`src/rtl/sv39_page_table_mapper_unit_defines.svh`:
```
// Assertion macros shared by the Sv39 page-table mapper RTL.
`ifndef SV39_PAGE_TABLE_MAPPER_UNIT_DEFINES_SVH
`define SV39_PAGE_TABLE_MAPPER_UNIT_DEFINES_SVH

// Same-cycle implication, checked outside reset.
`define SPTM_ASSERT_NOW(lbl, ante, cons, msg) \
  lbl: assert property (@(posedge clk) disable iff (!rst_n) (ante) |-> (cons)) else $error(msg);

// Next-cycle implication, checked outside reset.
`define SPTM_ASSERT_NEXT(lbl, ante, cons, msg) \
  lbl: assert property (@(posedge clk) disable iff (!rst_n) (ante) |=> (cons)) else $error(msg);

`endif

```
`src/rtl/sptm_pkg.sv`:
```
// Shared types and constants of the Sv39 page-table mapper.
`timescale 1ns / 1ps
`default_nettype none
package sptm_pkg;

  localparam int unsigned POOL_PAGES_DEF = 64;
  localparam int unsigned ENTRIES_PER_PAGE = 512;
  localparam int unsigned IDX_W = 9;
  localparam int unsigned PPN_W = 44;
  localparam int unsigned VPN_W = 27;
  localparam int unsigned CNT_W = 16;
  localparam int unsigned PERM_W = 10;
  localparam int unsigned RPAGE_W = 6;
  // Wide enough for a free-page index up to the largest pool.
  localparam int unsigned NFP_W = 11;
  localparam logic [PPN_W-1:0] POOL_BASE_RESET = 44'd524288;

  typedef enum logic [1:0] {
    ST_OK   = 2'd0,
    ST_FULL = 2'd1,
    ST_OUT  = 2'd2
  } status_t;

  typedef enum logic [1:0] {
    LVL_ROOT = 2'd0,
    LVL_MID  = 2'd1,
    LVL_LEAF = 2'd2,
    LVL_WORD = 2'd3
  } level_t;

  typedef struct packed {
    logic   clear;
    logic   load;
    logic   rd;
    level_t lvl;
    logic   eval;
    logic   wr_leaf;
    logic   get_word;
  } cmd_t;

  typedef struct packed {
    logic    clear_last;
    logic    is_read;
    logic    read_out;
    logic    count_zero;
    logic    last;
    status_t rc;
  } stat_t;

endpackage
`default_nettype wire

```
`src/rtl/sptm_ctrl.sv`:
```
// Controller state machine of the Sv39 page-table mapper.
`timescale 1ns / 1ps
`default_nettype none
module sptm_ctrl
  import sptm_pkg::*;
(
  input  wire   clk,
  input  wire   rst_n,
  input  wire   start,
  output logic  busy,
  output logic  out_valid,
  output cmd_t  cmd,
  input  stat_t stat
);

  typedef enum logic [3:0] {
    S_CLEAR, S_IDLE, S_DISPATCH, S_RD_ROOT, S_EV_ROOT, S_RD_MID, S_EV_MID,
    S_RD_LEAF, S_WR_LEAF, S_RD_WORD, S_GET_WORD, S_DONE
  } state_t;

  state_t state_r, state_nxt;
  logic   out_valid_r;

  always_comb begin
    state_nxt = state_r;
    case (state_r)
      S_CLEAR:    if (stat.clear_last) state_nxt = S_IDLE;
      S_IDLE:     if (start) state_nxt = S_DISPATCH;
      S_DISPATCH: begin
        if (stat.read_out) state_nxt = S_DONE;
        else if (stat.is_read) state_nxt = S_RD_WORD;
        else if (stat.count_zero) state_nxt = S_DONE;
        else state_nxt = S_RD_ROOT;
      end
      S_RD_ROOT:  state_nxt = S_EV_ROOT;
      S_EV_ROOT:  state_nxt = (stat.rc != ST_OK) ? S_DONE : S_RD_MID;
      S_RD_MID:   state_nxt = S_EV_MID;
      S_EV_MID:   state_nxt = (stat.rc != ST_OK) ? S_DONE : S_RD_LEAF;
      S_RD_LEAF:  state_nxt = S_WR_LEAF;
      S_WR_LEAF:  state_nxt = stat.last ? S_DONE : S_RD_ROOT;
      S_RD_WORD:  state_nxt = S_GET_WORD;
      S_GET_WORD: state_nxt = S_DONE;
      S_DONE:     state_nxt = S_IDLE;
      default:    state_nxt = S_IDLE;
    endcase
  end

  always_ff @(posedge clk) begin
    if (!rst_n) begin
      state_r     <= S_CLEAR;
      out_valid_r <= 1'b0;
    end else begin
      state_r     <= state_nxt;
      out_valid_r <= (state_nxt == S_DONE);
    end
  end

  always_comb begin
    cmd          = '0;
    cmd.lvl      = LVL_ROOT;
    cmd.clear    = (state_r == S_CLEAR);
    cmd.load     = (state_r == S_IDLE) && start;
    cmd.eval     = (state_r == S_EV_ROOT) || (state_r == S_EV_MID);
    cmd.wr_leaf  = (state_r == S_WR_LEAF);
    cmd.get_word = (state_r == S_GET_WORD);
    case (state_r)
      S_RD_ROOT: begin
        cmd.rd  = 1'b1;
        cmd.lvl = LVL_ROOT;
      end
      S_RD_MID: begin
        cmd.rd  = 1'b1;
        cmd.lvl = LVL_MID;
      end
      S_RD_LEAF: begin
        cmd.rd  = 1'b1;
        cmd.lvl = LVL_LEAF;
      end
      S_RD_WORD: begin
        cmd.rd  = 1'b1;
        cmd.lvl = LVL_WORD;
      end
      default: cmd.rd = 1'b0;
    endcase
  end

  assign busy      = (state_r != S_IDLE);
  assign out_valid = out_valid_r;

endmodule
`default_nettype wire

```
`config.mk`:
```
export PLATFORM = sky130hd
export DESIGN_NAME = sptm_ctrl
export DESIGN_NICKNAME = d
export VERILOG_FILES = /design/src/rtl/sv39_page_table_mapper_unit_defines.svh /design/src/rtl/sptm_pkg.sv /design/src/rtl/sptm_ctrl.sv
export SDC_FILE = /design/constraint.sdc
export NUM_CORES = 1
export LEC_CHECK = 0
export BUFFER_PORTS_ARGS = -buffer_cell sky130_fd_sc_hd__buf_2
export CAP_MARGIN = 5
export CELL_PAD_IN_SITES_DETAIL_PLACEMENT = 1
export CELL_PAD_IN_SITES_GLOBAL_PLACEMENT = 2
export CORE_MARGIN = 2
export CORE_UTILIZATION = 24
export DETAILED_ROUTE_END_ITERATION = 16
export GPL_TIMING_DRIVEN = 0
export PLACE_DENSITY_LB_ADDON = 0.1
export SYNTH_ARGS = -nofsm -noshare
export SYNTH_HDL_FRONTEND = slang
export SYNTH_SLANG_ARGS = --single-unit
```
`constraint.sdc`:
```
create_clock -name clk -period 3.8 [get_ports clk]
set_input_delay 0 -clock clk [delete_from_list [all_inputs] [get_ports clk]]
set_output_delay 0 -clock clk [all_outputs]
set_load 0.02 [all_outputs]
```
Word-level counts from Yosys, hierarchy flattened
Cells that the tools add are included.

word-level totals
  register bits after elaboration = 5

operators by class
  muxes and demuxes = 11
  equal/unequal tests = 12
  reduce and logical (&&, ||, !) cells = 5

operators with widths
  cell                                                 count
  case mux 4 bit (11 select lines)                     1
  two-way mux 4 bit                                    8
  equality test 4 x 3 -> 1 bit, second input constant  4
  equality test 4 bit, second input constant           4
  equality test 4 x 2 -> 1 bit, second input constant  2
  case mux 2 bit (3 select lines)                      1
  equality test 4 x 1 -> 1 bit, second input constant  1
  logical NOT 4 bit                                    1
  != test 4 x 1 -> 1 bit, second input constant        1
  OR reduction 4 bit                                   1
  nonzero test 2 bit                                   1
  logical AND 1 bit                                    1
  logical OR 1 bit                                     1
  two-way mux 1 bit                                    1

Logic depth before layout (Yosys ltp)
  depth in word-level cells = 5
  gate-level depth with buffers = 6
  gate-level depth less buffers = 4

Worst setup path after synthesis
OpenSTA, ideal clock, no wires.

  path type = flip-flop to output port
  from = register state_r[0]
  to = output cmd[7] in the netlist's numbering
  required time = 3800 ps
  arrival time = 1369 ps
  setup slack = 2431 ps
  buffers on the path = 2
  cell stages (with the launch flop) = 4
  cell sequence = dfxtp_1 -> buf_2 -> buf_1 -> nor4_1

RTL lines
  element                   line             source
  start: declaration        sptm_ctrl.sv:21  state_t state_r, state_nxt;
  start signal: assignment  sptm_ctrl.sv:53  state_r <= state_nxt;
  end: declaration          sptm_ctrl.sv:12  output cmd_t cmd,

==> metrics.txt <==
status=finished, final reports clean; Seq/Total Area, Yosys=a little under a quarter; number of global-route vias before repair=slightly below 500; worst hold path class=in -> reg; Syn Inst Count=58; WL/cell=12.54 um; dpl hpwl=just over 1000 um; H-tree depth=1; Async SR Flop Fraction=0%; Syn Nets=between 60 and 70; Peak VDD IR=~0.16 mV; Yosys top cell area share=22.73%; crit end category=primary output; clock slew at reported path FFs=roughly 0.050 ns; Comb pwr share=a little under three fifths; leading post-synthesis cells by cell area=dfxtp_1, buf_2, nand2b_1, nor2_1, nor4b_1; Cell Area, Placed=~570 um2; filler cell count=roughly 240; crit path launch=state_r[0]; CTS tree=built; clk_lat worst skew=~0.25 ns; Mapped Avg Cell Area=approximately 7.6 um2; Fin. Hold Viols=0; Starting Density=approximately a quarter; fin worst setup slack=roughly 2.2 ns; Arr. time, crit path=1.62 ns; post-CTS setup buffer count=0; Syn Std Cell Area=440.4 um2; Ports=20; RSZ-0062 raised after global routing=false; clock root cell=clkbuf_4; CTS Buffer Depth=2; initial antenna violation count=0; ANT cells=0; #FFs+latches synth=5; startpoint class of the critical path=flop; DRC violations left=0; area delta synth->final=36.93%; core footprint=~1700 um2; Die Y=roughly 47 um; pwr dens=522.9 nW/um2; Seq pwr share=between 20 and 25%; die area=~2200 um2; row count=15; First DRT Iteration DRCs=3; Least-Margin Pin Slew=between 0.4 and 0.5 ns; pre-CTS WS=between 2 and 2.5 ns; LEAKAGE=between 0.2 and 0.3 nW; most common cell after layout, fill and taps aside=buf_2; min cycle time layout=1.622 ns; drt pass-1 iters=2; Post-CTS Hold Fix Bufs=1; reg2reg start=state_r[1]; clock power share=between 20% and 30%; max cap viols=0; Routed WL=approximately 1300 um; gr usage total=a little over an eighth; crit path max fanout=10; Yosys cell types=29; fin. max-slew vios=0; global-route wire length before repair=around 2100 um; Worst Path Required=~3.8 ns; Final period util=42.68%; ANT nets after route=0; Post-synth EDFFs=0; Psw=0.0001406 W; Total Power=between 0.0003 and 0.0004 W; # port buffers=19; clock skew=roughly 0.0082 ns; RD Place Congestion=about 0.72; cell taking the most area after synthesis=dfxtp_1; total CTS buffers=3; final setup fails=0; layout cells sized above 1=36.59%; min-delay src=stat[0]; Max Freq=roughly 0.62 GHz; synthesis warning total=0; fin nets=93; most frequent cells in the layout=buf_2, nor2_1, dfxtp_1; final global-route overflow total=0; post-CTS sizing=0; largest net degree at the start of global routing=11; vias=just over 500; die width=roughly 47 um; slew margin rel.=72.52%; Synth Flop Type=dfxtp_1; WS Path Type=reg -> out; switch share=44.59%; cell internal pwr=approximately 0.00017 W; Vias/cell=around 4.8; Setup TNS=0 ns; Sink Count=5; fin area=slightly above 600 um2
==> worst max-delay path, stage by stage, from the launching register on <==
cell and delay (ns):
dfxtp_1 0.32, buf_2 0.20, buf_1 0.36, o21ai_0 0.24, inv_1 0.08, buf_2 0.16
==> sequential cells by signal (all words and copies together), names as in the netlist <==
signal     cells
state_r        4
out_valid      1
==> logic make-up (layout without fill, tap and decap cells) <==
kind of cell              after synthesis  in the layout  share of synthesized area (%)
and+or+nand+nor                        26             26                          38.35
DFF                                     5              5                          22.73
xor gates and xnor gates                1              1                          1.989
AOI/OAI and AO/OA                      16             16                          25.57
muxes                                   1              1                          2.273
buffers and inverters                   9             33                          9.089
==> layout make-up <==
cell class              instances  area, um2  area share, %
plain buffers                   6      28.78          4.772
clock buffers                   4      26.28          4.357
inverters                       3      11.26          1.867
multi-input cells              44      300.3          49.79
flip-flops and latches          5      100.1          16.60
well taps                      25      31.28          5.187
repair buffers                 20      105.1          17.43
==> layer usage <==
metal	GRT usage (%)	share of wire, %
met5	0	0
met4	8.333	1.5
met3	1.154	3.0
met2	22.74	49
met1	16.28	47
==> cell usage after synthesis, types with 2 or more instances <==
| master | instances |
|---|---|
| nand2b_1 | 4 |
| a22oi_1 | 2 |
| nor3_1 | 2 |
| nor2b_1 | 2 |
| o21ai_0 | 2 |
| nor4b_1 | 2 |
| inv_1 | 3 |
| o21a_1 | 2 |
| and2_1 | 2 |
| buf_2 | 5 |
| nor3b_1 | 2 |
| a21oi_1 | 3 |
| dfxtp_1 | 5 |
| nor2_1 | 6 |
| o21ai_1 | 2 |
==> stage by stage <==
| step | hold WS [ns] | std cells | utilization, % |
|---|---|---|---|
| final | 0.1236 | 107 | 34.93 |
| after global routing | 0.1601 | 107 | 34.93 |
| after CTS | 0.1252 | 107 | 34.93 |
| after detailed placement | 0.2228 | 102 | 32.83 |
| after global placement | 0.2264 | 102 | 32.83 |
| after floorplan | 0.1217 | 58 | - |
==> power groups by stage <==
| stage | registers, W | logic (W) | clock network (W) |
|---|---|---|---|
| after CTS | 0.0000697 | 0.000184 | 0.0000654 |
| final | 0.0000700 | 0.000181 | 0.0000639 |
| after detailed placement | 0.0000707 | 0.000182 | 0 |
| after global routing | 0.0000710 | 0.000200 | 0.0000665 |
| after global placement | 0.0000713 | 0.000183 | 0 |
| after floorplan | 0.0000687 | 0.000134 | 0 |
==> path summary, 6_finish.rpt <==
kind	end	slack, ns	cells past startpoint
worst max-delay path	cmd[4]	2.18	5
worst min-delay path	state_r[2]	0.12	4
worst max register to register	out_valid	2.20	6
worst min register to register	state_r[1]	0.78	3
Power figures use the tool's default switching activity.
